<file path="config.mk">
export PLATFORM = sky130hd
export DESIGN_NAME = bounded_double_ended_queue_flat
export DESIGN_NICKNAME = d
export VERILOG_FILES = /design/src/bdq_pkg.sv /design/src/bdq_if.sv /design/src/bounded_double_ended_queue.sv /design/src/bdq_ctrl.sv /design/src/bdq_datapath.sv /design/src/flat_wrapper.sv
export SDC_FILE = /design/constraint.sdc
export NUM_CORES = 1
export LEC_CHECK = 0
export ABC_AREA = 0
export BUFFER_PORTS_ARGS = -buffer_cell sky130_fd_sc_hd__buf_4
export CAP_MARGIN = 20
export CORE_MARGIN = 2
export CORE_UTILIZATION = 65
export CTS_CLUSTER_DIAMETER = 30
export DETAILED_ROUTE_END_ITERATION = 16
export GPL_TIMING_DRIVEN = 0
export PLACE_DENSITY_LB_ADDON = 0.05
export SLEW_MARGIN = 20
export SYNTH_ARGS = -nofsm -noshare
export SYNTH_HDL_FRONTEND = slang
export SYNTH_SLANG_ARGS = --single-unit
</file>
<file path="constraint.sdc">
create_clock -name clk -period 5.49 [get_ports clk]
set_input_delay 1.647 -clock clk [delete_from_list [all_inputs] [get_ports clk]]
set_output_delay 1.647 -clock clk [all_outputs]
set_load 0.05 [all_outputs]
</file>
<file path="src/bdq_pkg.sv">
// Shared constants, request codes, controller/datapath handshake structs
// and the index wrap helper for the bounded double-ended queue.
// No dependencies.
`default_nettype none

package bdq_pkg;

	localparam int CAPACITY   = 16;
	localparam int DATA_WIDTH = 32;
	localparam int IDX_W      = $clog2(CAPACITY);
	localparam int CNT_W      = $clog2(CAPACITY + 1);
	localparam int REQ_W      = 3;

	typedef enum logic [REQ_W-1:0] {
		REQ_PUSH_FRONT = 3'd0,
		REQ_PUSH_BACK  = 3'd1,
		REQ_POP_FRONT  = 3'd2,
		REQ_POP_BACK   = 3'd3,
		REQ_REPORT     = 3'd4
	} req_kind_t;

	// controller to datapath
	typedef struct packed {
		logic capture;   // latch the incoming word
		logic exec;      // carry out the request
		logic load;      // refresh the cached end word from the store
	} dp_cmd_t;

	// datapath to controller
	typedef struct packed {
		logic need_load; // a pop left words behind, the new end must be read
	} dp_status_t;

	// Add two positions modulo CAPACITY, both below CAPACITY.
	function automatic logic [IDX_W-1:0] wrap_add(input logic [IDX_W-1:0] base,
		input logic [IDX_W-1:0] off);
		logic [IDX_W:0] sum;
		sum = {1'b0, base} + {1'b0, off};
		if (sum >= (IDX_W+1)'(CAPACITY)) begin
			sum = sum - (IDX_W+1)'(CAPACITY);
		end
		return sum[IDX_W-1:0];
	endfunction

endpackage

`default_nettype wire

</file>
<file path="src/bdq_if.sv">
// Valid/ready channel interfaces for request words and result words.
// Depends on bdq_pkg.
`default_nettype none

interface bdq_req_if import bdq_pkg::*; ();
	logic                  valid;
	logic                  ready;
	logic [REQ_W-1:0]      req_type;
	logic [DATA_WIDTH-1:0] data_in;

	modport source (output valid, output req_type, output data_in, input ready);
	modport sink   (input valid, input req_type, input data_in, output ready);
endinterface

interface bdq_rsp_if import bdq_pkg::*; ();
	logic                  valid;
	logic                  ready;
	logic                  ok;
	logic [DATA_WIDTH-1:0] popped_data;
	logic [DATA_WIDTH-1:0] front_data;
	logic [DATA_WIDTH-1:0] back_data;
	logic [CNT_W-1:0]      occupancy;
	logic                  is_empty;
	logic                  is_full;

	modport source (output valid, output ok, output popped_data, output front_data,
		output back_data, output occupancy, output is_empty, output is_full,
		input ready);
	modport sink   (input valid, input ok, input popped_data, input front_data,
		input back_data, input occupancy, input is_empty, input is_full,
		output ready);
endinterface

`default_nettype wire

</file>
<file path="src/bounded_double_ended_queue.sv">
// Bounded double-ended queue of CAPACITY data words on a circular buffer.
// Depends on bdq_pkg, bdq_req_if, bdq_rsp_if, bdq_ctrl, bdq_datapath.
//
// Usage:
//   req channel: one word per request, req_type selects push front, push
//   back, pop front, pop back or report; data_in is the word to push.
//   rsp channel: one word per request with ok, the popped word, the front
//   and back words, the occupancy and the empty/full flags after the request.
//   A push to a full queue or a pop from an empty queue returns ok low and
//   leaves the queue unchanged; undefined request codes do the same.
// Timing:
//   One request is handled at a time. After the accepting edge it passes
//   the execute and respond states, with a store read state between them
//   for a pop that leaves words behind: the new end word is then read from
//   the single registered read port of the store. The next request is taken
//   only after the response has been accepted and the sequencer is idle.
// Reset and stall:
//   arst_n empties the queue (head and count cleared); the store is not
//   cleared. While rsp.ready is low the response word holds and req.ready
//   stays low.
`default_nettype none

module bounded_double_ended_queue import bdq_pkg::*; (
	input wire logic  clk,
	input wire logic  arst_n,
	bdq_req_if.sink   req,
	bdq_rsp_if.source rsp
);

	dp_cmd_t    cmd;
	dp_status_t status;

	bdq_ctrl u_ctrl (
		.clk       (clk),
		.arst_n    (arst_n),
		.in_valid  (req.valid),
		.in_ready  (req.ready),
		.out_valid (rsp.valid),
		.out_ready (rsp.ready),
		.status    (status),
		.cmd       (cmd)
	);

	bdq_datapath u_datapath (
		.clk         (clk),
		.arst_n      (arst_n),
		.cmd         (cmd),
		.status      (status),
		.req_type    (req.req_type),
		.data_in     (req.data_in),
		.ok          (rsp.ok),
		.popped_data (rsp.popped_data),
		.front_data  (rsp.front_data),
		.back_data   (rsp.back_data),
		.occupancy   (rsp.occupancy),
		.is_empty    (rsp.is_empty),
		.is_full     (rsp.is_full)
	);

	// occupancy stays within capacity
	a_occ_bound: assert property (@(posedge clk) disable iff (!arst_n)
		rsp.occupancy <= CNT_W'(CAPACITY))
		else $error("occupancy above capacity");

	// an accepted request is executed in the next cycle
	a_accept_exec: assert property (@(posedge clk) disable iff (!arst_n)
		req.valid && req.ready |=> cmd.exec)
		else $error("accepted request not executed");

	// never take a request while a response is pending
	a_one_at_a_time: assert property (@(posedge clk) disable iff (!arst_n)
		!(req.ready && rsp.valid))
		else $error("request accepted with response pending");

	// a response appears only right after execute or store read
	a_resp_source: assert property (@(posedge clk) disable iff (!arst_n)
		$rose(rsp.valid) |-> $past(cmd.exec) || $past(cmd.load))
		else $error("response without execution");

endmodule

`default_nettype wire

</file>
<file path="src/bdq_ctrl.sv">
// Sequencer for the queue: accept, execute, optional store read, respond.
// Depends on bdq_pkg.
`default_nettype none

module bdq_ctrl import bdq_pkg::*; (
	input  wire logic       clk,
	input  wire logic       arst_n,
	input  wire logic       in_valid,
	output logic            in_ready,
	output logic            out_valid,
	input  wire logic       out_ready,
	input  wire dp_status_t status,
	output dp_cmd_t         cmd
);

	typedef enum logic [3:0] {
		ST_IDLE = 4'b0001,
		ST_EXEC = 4'b0010,
		ST_LOAD = 4'b0100,
		ST_RESP = 4'b1000
	} state_t;

	state_t state_q, state_d;

	// advance the sequence
	always_comb begin
		state_d = state_q;
		case (state_q)
			ST_IDLE: begin
				if (in_valid) state_d = ST_EXEC;
			end
			ST_EXEC: begin
				state_d = status.need_load ? ST_LOAD : ST_RESP;
			end
			ST_LOAD: begin
				state_d = ST_RESP;
			end
			ST_RESP: begin
				if (out_ready) state_d = ST_IDLE;
			end
			default: begin
				state_d = ST_IDLE;
			end
		endcase
	end

	always_ff @(posedge clk or negedge arst_n) begin
		if (!arst_n) begin
			state_q <= ST_IDLE;
		end else begin
			state_q <= state_d;
		end
	end

	// drive handshakes and datapath commands
	assign in_ready    = (state_q == ST_IDLE);
	assign out_valid   = (state_q == ST_RESP);
	assign cmd.capture = in_ready && in_valid;
	assign cmd.exec    = (state_q == ST_EXEC);
	assign cmd.load    = (state_q == ST_LOAD);

endmodule

`default_nettype wire

</file>
<file path="src/bdq_datapath.sv">
// Circular-buffer store, head and count registers, cached end words and
// result registers of the queue. Depends on bdq_pkg.
`default_nettype none

module bdq_datapath import bdq_pkg::*; (
	input  wire logic                  clk,
	input  wire logic                  arst_n,
	input  wire dp_cmd_t               cmd,
	output dp_status_t                 status,
	input  wire logic [REQ_W-1:0]      req_type,
	input  wire logic [DATA_WIDTH-1:0] data_in,
	output logic                       ok,
	output logic [DATA_WIDTH-1:0]      popped_data,
	output logic [DATA_WIDTH-1:0]      front_data,
	output logic [DATA_WIDTH-1:0]      back_data,
	output logic [CNT_W-1:0]           occupancy,
	output logic                       is_empty,
	output logic                       is_full
);

	logic [DATA_WIDTH-1:0] mem_q [CAPACITY];
	logic [DATA_WIDTH-1:0] rd_data_q;
	logic [REQ_W-1:0]      req_q;
	logic [DATA_WIDTH-1:0] data_q;
	logic [IDX_W-1:0]      head_q;
	logic [CNT_W-1:0]      count_q;
	logic [DATA_WIDTH-1:0] front_q;
	logic [DATA_WIDTH-1:0] back_q;
	logic [DATA_WIDTH-1:0] popped_q;
	logic                  ok_q;

	logic                  empty;
	logic                  full;
	logic [IDX_W-1:0]      head_inc;
	logic [IDX_W-1:0]      head_dec;
	logic [IDX_W-1:0]      back_off;
	logic                  wr_en;
	logic [IDX_W-1:0]      wr_addr;
	logic [IDX_W-1:0]      rd_addr;

	assign empty    = (count_q == '0);
	assign full     = (count_q == CNT_W'(CAPACITY));
	assign head_inc = (head_q == IDX_W'(CAPACITY - 1)) ? '0 : head_q + IDX_W'(1);
	assign head_dec = (head_q == '0) ? IDX_W'(CAPACITY - 1) : head_q - IDX_W'(1);

	// a pop needs a store read when at least one word stays behind
	always_comb begin
		status.need_load = 1'b0;
		if (count_q > CNT_W'(1)) begin
			if (req_q == REQ_POP_FRONT || req_q == REQ_POP_BACK) status.need_load = 1'b1;
		end
	end

	// offset of the new back word after a pop from the back
	assign back_off = status.need_load ? IDX_W'(count_q - CNT_W'(2)) : '0;

	// select store write and read positions
	always_comb begin
		wr_en   = 1'b0;
		wr_addr = head_dec;
		rd_addr = head_inc;
		if (cmd.exec && !full) begin
			if (req_q == REQ_PUSH_FRONT) begin
				wr_en   = 1'b1;
				wr_addr = head_dec;
			end else if (req_q == REQ_PUSH_BACK) begin
				wr_en   = 1'b1;
				wr_addr = wrap_add(head_q, count_q[IDX_W-1:0]);
			end
		end
		if (req_q == REQ_POP_BACK) rd_addr = wrap_add(head_q, back_off);
	end

	// store: one write port, one registered read port
	always_ff @(posedge clk) begin
		if (wr_en) mem_q[wr_addr] <= data_q;
		rd_data_q <= mem_q[rd_addr];
	end

	// latch the accepted request word
	always_ff @(posedge clk) begin
		if (cmd.capture) begin
			req_q  <= req_type;
			data_q <= data_in;
		end
	end

	// update head and count
	always_ff @(posedge clk or negedge arst_n) begin
		if (!arst_n) begin
			head_q  <= '0;
			count_q <= '0;
		end else if (cmd.exec) begin
			case (req_q)
				REQ_PUSH_FRONT: begin
					if (!full) begin
						head_q  <= head_dec;
						count_q <= count_q + CNT_W'(1);
					end
				end
				REQ_PUSH_BACK: begin
					if (!full) count_q <= count_q + CNT_W'(1);
				end
				REQ_POP_FRONT: begin
					if (!empty) begin
						head_q  <= head_inc;
						count_q <= count_q - CNT_W'(1);
					end
				end
				REQ_POP_BACK: begin
					if (!empty) count_q <= count_q - CNT_W'(1);
				end
				default: begin
				end
			endcase
		end
	end

	// hold result, cached front and back words
	always_ff @(posedge clk) begin
		if (cmd.exec) begin
			ok_q     <= 1'b0;
			popped_q <= '0;
			case (req_q)
				REQ_PUSH_FRONT: begin
					if (!full) begin
						ok_q    <= 1'b1;
						front_q <= data_q;
						if (empty) back_q <= data_q;
					end
				end
				REQ_PUSH_BACK: begin
					if (!full) begin
						ok_q   <= 1'b1;
						back_q <= data_q;
						if (empty) front_q <= data_q;
					end
				end
				REQ_POP_FRONT: begin
					if (!empty) begin
						ok_q     <= 1'b1;
						popped_q <= front_q;
					end
				end
				REQ_POP_BACK: begin
					if (!empty) begin
						ok_q     <= 1'b1;
						popped_q <= back_q;
					end
				end
				REQ_REPORT: begin
					ok_q <= 1'b1;
				end
				default: begin
				end
			endcase
		end else if (cmd.load) begin
			if (req_q == REQ_POP_FRONT) begin
				front_q <= rd_data_q;
			end else begin
				back_q <= rd_data_q;
			end
		end
	end

	// drive the result word
	assign ok          = ok_q;
	assign popped_data = popped_q;
	assign front_data  = empty ? '0 : front_q;
	assign back_data   = empty ? '0 : back_q;
	assign occupancy   = count_q;
	assign is_empty    = empty;
	assign is_full     = full;

endmodule

`default_nettype wire

</file>
<file path="src/flat_wrapper.sv">
// flat-port wrapper written by rule: the top's interface ports become plain ports
module bounded_double_ended_queue_flat import bdq_pkg::*;
  (clk, arst_n, req_valid, req_req_type, req_data_in, req_ready, rsp_valid, rsp_ok, rsp_popped_data, rsp_front_data, rsp_back_data, rsp_occupancy, rsp_is_empty, rsp_is_full, rsp_ready);
  bdq_req_if req_i ();
  bdq_rsp_if rsp_i ();
  input wire logic clk;
  input wire logic arst_n;
  input wire logic [$bits(req_i.valid)-1:0] req_valid;
  input wire logic [$bits(req_i.req_type)-1:0] req_req_type;
  input wire logic [$bits(req_i.data_in)-1:0] req_data_in;
  output wire logic [$bits(req_i.ready)-1:0] req_ready;
  output wire logic [$bits(rsp_i.valid)-1:0] rsp_valid;
  output wire logic [$bits(rsp_i.ok)-1:0] rsp_ok;
  output wire logic [$bits(rsp_i.popped_data)-1:0] rsp_popped_data;
  output wire logic [$bits(rsp_i.front_data)-1:0] rsp_front_data;
  output wire logic [$bits(rsp_i.back_data)-1:0] rsp_back_data;
  output wire logic [$bits(rsp_i.occupancy)-1:0] rsp_occupancy;
  output wire logic [$bits(rsp_i.is_empty)-1:0] rsp_is_empty;
  output wire logic [$bits(rsp_i.is_full)-1:0] rsp_is_full;
  input wire logic [$bits(rsp_i.ready)-1:0] rsp_ready;
  assign req_i.valid = req_valid;
  assign req_i.req_type = req_req_type;
  assign req_i.data_in = req_data_in;
  assign req_ready = req_i.ready;
  assign rsp_valid = rsp_i.valid;
  assign rsp_ok = rsp_i.ok;
  assign rsp_popped_data = rsp_i.popped_data;
  assign rsp_front_data = rsp_i.front_data;
  assign rsp_back_data = rsp_i.back_data;
  assign rsp_occupancy = rsp_i.occupancy;
  assign rsp_is_empty = rsp_i.is_empty;
  assign rsp_is_full = rsp_i.is_full;
  assign rsp_i.ready = rsp_ready;
  bounded_double_ended_queue u_core (.clk(clk), .arst_n(arst_n), .req(req_i), .rsp(rsp_i));
endmodule
</file>
==> summary.txt <==
Hold path
  – Hold path cells: 2
  – Hold Path Sink: u_core.u_datapath.front_q[26]$_DFFE_PP_
  – Hold Path Origin: u_core.u_datapath.rd_data_q[26]$_DFF_P_
  – Hold WC Path Type: flip-flop to flip-flop

Critical path
  – Flop2flop setup slack: around 0.74 ns
  – Worst EP arrival: roughly 3.2 ns
  – R2r worst-path depth: 14
  – Critical path capture point type: output port
  – Worst reg2reg startpoint: u_core.u_datapath.occupancy[1]$_DFFE_PN0P_
  – WS Path Type: flip-flop to output port
  – Req. time, crit path: 3.84 ns
  – Critical Path Fanout Max: 10
  – FF-to-FF End: u_core.u_datapath.rd_data_q[13]$_DFF_P_
  – Type of origin of the critical path: flip-flop

Yosys
  – Avg Cell Area, Syn: roughly 14 sq um
  – Fraction of registers with async set/reset: around 1.9%
  – Yosys reg bits: 689
  – Syn Nets: 1987
  – Area of the mapped netlist: approximately 27000 sq um
  – Synth top area cells: edfxtp_1 (71%), nand2_1 (6.7%), mux2i_1 (5.2%)
  – Syn Inst Count: 1930
  – Most numerous cell in the Yosys netlist: edfxtp_1
  – YS warnings: 0
  – Cell type with the largest total area after synthesis: edfxtp_1
  – Count of cell types in the netlist: 59
  – Yosys top cell area share: 70.8%
  – Post-synthesis sequential area ratio: 74.3%
  – Post-synth top cells: edfxtp_1 (644), nand2_1 (491), nand3_1 (190)
  – Top_reg_cell synth: edfxtp_1
  – Post-synth EDFFs: 644

Die
  – Die height: 209 microns
  – I/O pin count: between 100 and 150
  – Row cnt: 75
  – Die Area: 43700 sq um
  – Starting density of the core: 65.4%
  – Core area: 41800 sq um
  – Die X: 209 microns

CTS
  – Clk Latency, worst-skew pair: between 0.6 and 0.7 ns
  – Clock transition at the registers of the reported paths: ~0.060 ns
  – Post-CTS Setup Bufs: 0
  – TritonCTS clock tree: done
  – CTS resizes: 0
  – H-tree Lvls: 3
  – CTS sink count: 689
  – Hold-fix buffers, CTS: 0
  – CTS root buffer: clkbuf_16
  – Clock Path Buffers: 3
  – Num CTS Buffers: 117

Global routing
  – GRT Util Overall: 30.9%
  – Pin count of the biggest net entering global routing: 34
  – Initial antenna violation count: 3
  – Grt ovf: 0
  – Vias in the first global route: 17.7k
  – Global-route wire length before repair: 101 mm

Power
  – PwrDens: 653 nW/um^2
  – Switching power: 8.41 mW
  – LEAKAGE: 12.6 nW
  – Worst vdd ir: 0.386 mV
  – Combinational Power Share: 35.8%
  – Sequential fraction of design power: 30.9%
  – Clk network pwr share: 33.4%
  – Internal Power: 13.6 mW
  – Sw Share: between 30% and 40%

Final layout
  – Layout area overhead: 23.5%
  – Fillers: 2183
  – Share of layout cells above drive strength 1: approximately a fifth
  – Fin nets: 2268

Routing
  – Via count: 17.1k
  – Drt pass-1 iters: 6
  – DR vias/cell: 6.01
  – WL/cell: 23.3 microns
  – DR DRC count: 0
  – 1st-iter DRT viols: 1655
  – Post-Route WL: about 66 mm
  – Antenna Violating Nets Remaining: 0

Placement
  – GPL Wtd Cong: 0.830
  – Count of buffers from port buffering: 144
  – Dpl hpwl: 43.6 mm

Run
  – Max_cap viols: 0

STA
  – Unrepaired setup endpoints after global routing: no
  – Max_slew headroom: 37.5%
  – Hold Slack: around 0.52 ns
  – Max-slew violations: 0
  – Worst-margin pin slew: roughly 0.94 ns
  – F_max: ~0.2 GHz
  – Fin Setup TNS: 0 ns
  – Tcrit/Tclk final: 88.9%
  – Final min period: 4.88 ns
  – Fin. Hold Viols: 0
  – Skew final: 0.0187 ns
  – Final Setup Violations: 0

Run status
  – Status: completed
==> worst max-delay path: stages (launching register included) <==
cell      delay (ns)
dfrtp_1         0.52
inv_1           0.19
ha_1            0.24
nand2_1         0.12
or2_1           0.16
clkbuf_1        0.49
clkbuf_1        0.43
and2_1          0.23
buf_4           0.21
==> sequential cells by signal, summed over array words and instances, names as in the netlist <==
| signal | flops |
|---|---|
| u_core.u_datapath.occupancy | 5 |
| u_core.u_ctrl.state_q | 4 |
| u_core.u_datapath.mem_q | 512 |
| u_core.u_datapath.popped_data | 32 |
| u_core.u_datapath.back_q | 32 |
| u_core.u_datapath.req_q | 3 |
| u_core.u_datapath.front_q | 32 |
| u_core.u_datapath.head_q | 4 |
| u_core.u_datapath.data_q | 32 |
| u_core.u_datapath.rd_data_q | 32 |
| u_core.u_datapath.ok | 1 |
==> placed cells by master (no fill, tap or decap), types with 7 or more instances in the layout <==
cell        count
clkinvlp_4     13
a21oi_1         7
buf_16         14
a32oi_1        61
ha_1           16
dfrtp_1        12
buf_4         153
nor2_4         17
clkinv_4       12
dfxtp_1        32
nor2_1         50
inv_6          13
nand3_1       190
inv_1           8
nand2_1       491
xnor2_1        11
mux2i_1       143
clkinv_2       12
clkbuf_1       52
buf_2          42
clkinv_1       10
edfxtp_1      644
clkbuf_16     126
and2_1         67
buf_6          10
bufinv_16      12
==> logic make-up after synthesis <==
logic type	synth area share, %
AOI/OAI and AO/OA	3.05
xor gates and xnor gates	0.476
adders and majority gates	0.879
buffers and inverters	2.23
DFF	74.3
muxes	5.67
and+or+nand+nor	13.4
==> power groups by stage <==
stage / logic (mW) / registers, mW / clock network, mW
after floorplan: 4.96 / 6.91 / 0
after global placement: 7.35 / 6.86 / 0
after detailed placement: 7.63 / 6.88 / 0
after CTS: 7.79 / 6.80 / 7.41
after global routing: 8.41 / 6.85 / 7.66
final: 7.89 / 6.81 / 7.36
==> worst max-delay path by stage <==
stage | start | end | depth (start not counted) | slack, ns
floorplan | u_core.u_datapath.occupancy[1]$_DFFE_PN0P_ | rsp_back_data[0] | 7 | 1.52
global placement | u_core.u_datapath.occupancy[1]$_DFFE_PN0P_ | u_core.u_datapath.mem_q[3][12]$_DFFE_PP_ | 7 | 0.32
detailed placement | u_core.u_datapath.occupancy[1]$_DFFE_PN0P_ | u_core.u_datapath.rd_data_q[12]$_DFF_P_ | 14 | 0.85
CTS | u_core.u_datapath.occupancy[1]$_DFFE_PN0P_ | rsp_front_data[0] | 8 | 0.57
global route | u_core.u_datapath.occupancy[1]$_DFFE_PN0P_ | rsp_back_data[7] | 8 | 0.40
finish | u_core.u_datapath.occupancy[1]$_DFFE_PN0P_ | rsp_front_data[0] | 8 | 0.61
==> layout make-up <==
cell class / count / area, sq um / area share, %
Inverter: 10 / 37.5 / 0.111
Tap cell: 539 / 674 / 2.00
Buffer: 108 / 572 / 1.69
Antenna cell: 1 / 2.50 / 0.00741
Clock buffer: 137 / 3200 / 9.49
Clock inverter: 82 / 881 / 2.61
Timing Repair Buffer: 162 / 1550 / 4.58
Multi-Input combinational cell: 1123 / 6540 / 19.4
Sequential cell: 689 / 20300 / 60.1
==> per-stage QoR <==
stage               total power [mW]  worst slack [ns]  instances  utilization [%]  area [sq um]
floorplan                       11.9              1.52       1930                -         27300
global placement                14.2             0.324       2613             69.6         29100
detailed placement              14.5             0.850       2631             71.1         29700
CTS                             22.0             0.574       2850             80.8         33800
global route                    22.9             0.399       2850             80.8         33800
finish                          22.1             0.612       2851             80.8         33800
==> routing by layer <==
layer	global-route usage [%]	vias to the layer above	share of wire, %
met5	0	-	0
met4	14.5	0	3.5
met3	7.08	187	9.3
met2	51.0	952	49
met1	39.4	8330	38
li1	-	7653	-
Power figures use the tool's default switching activity.
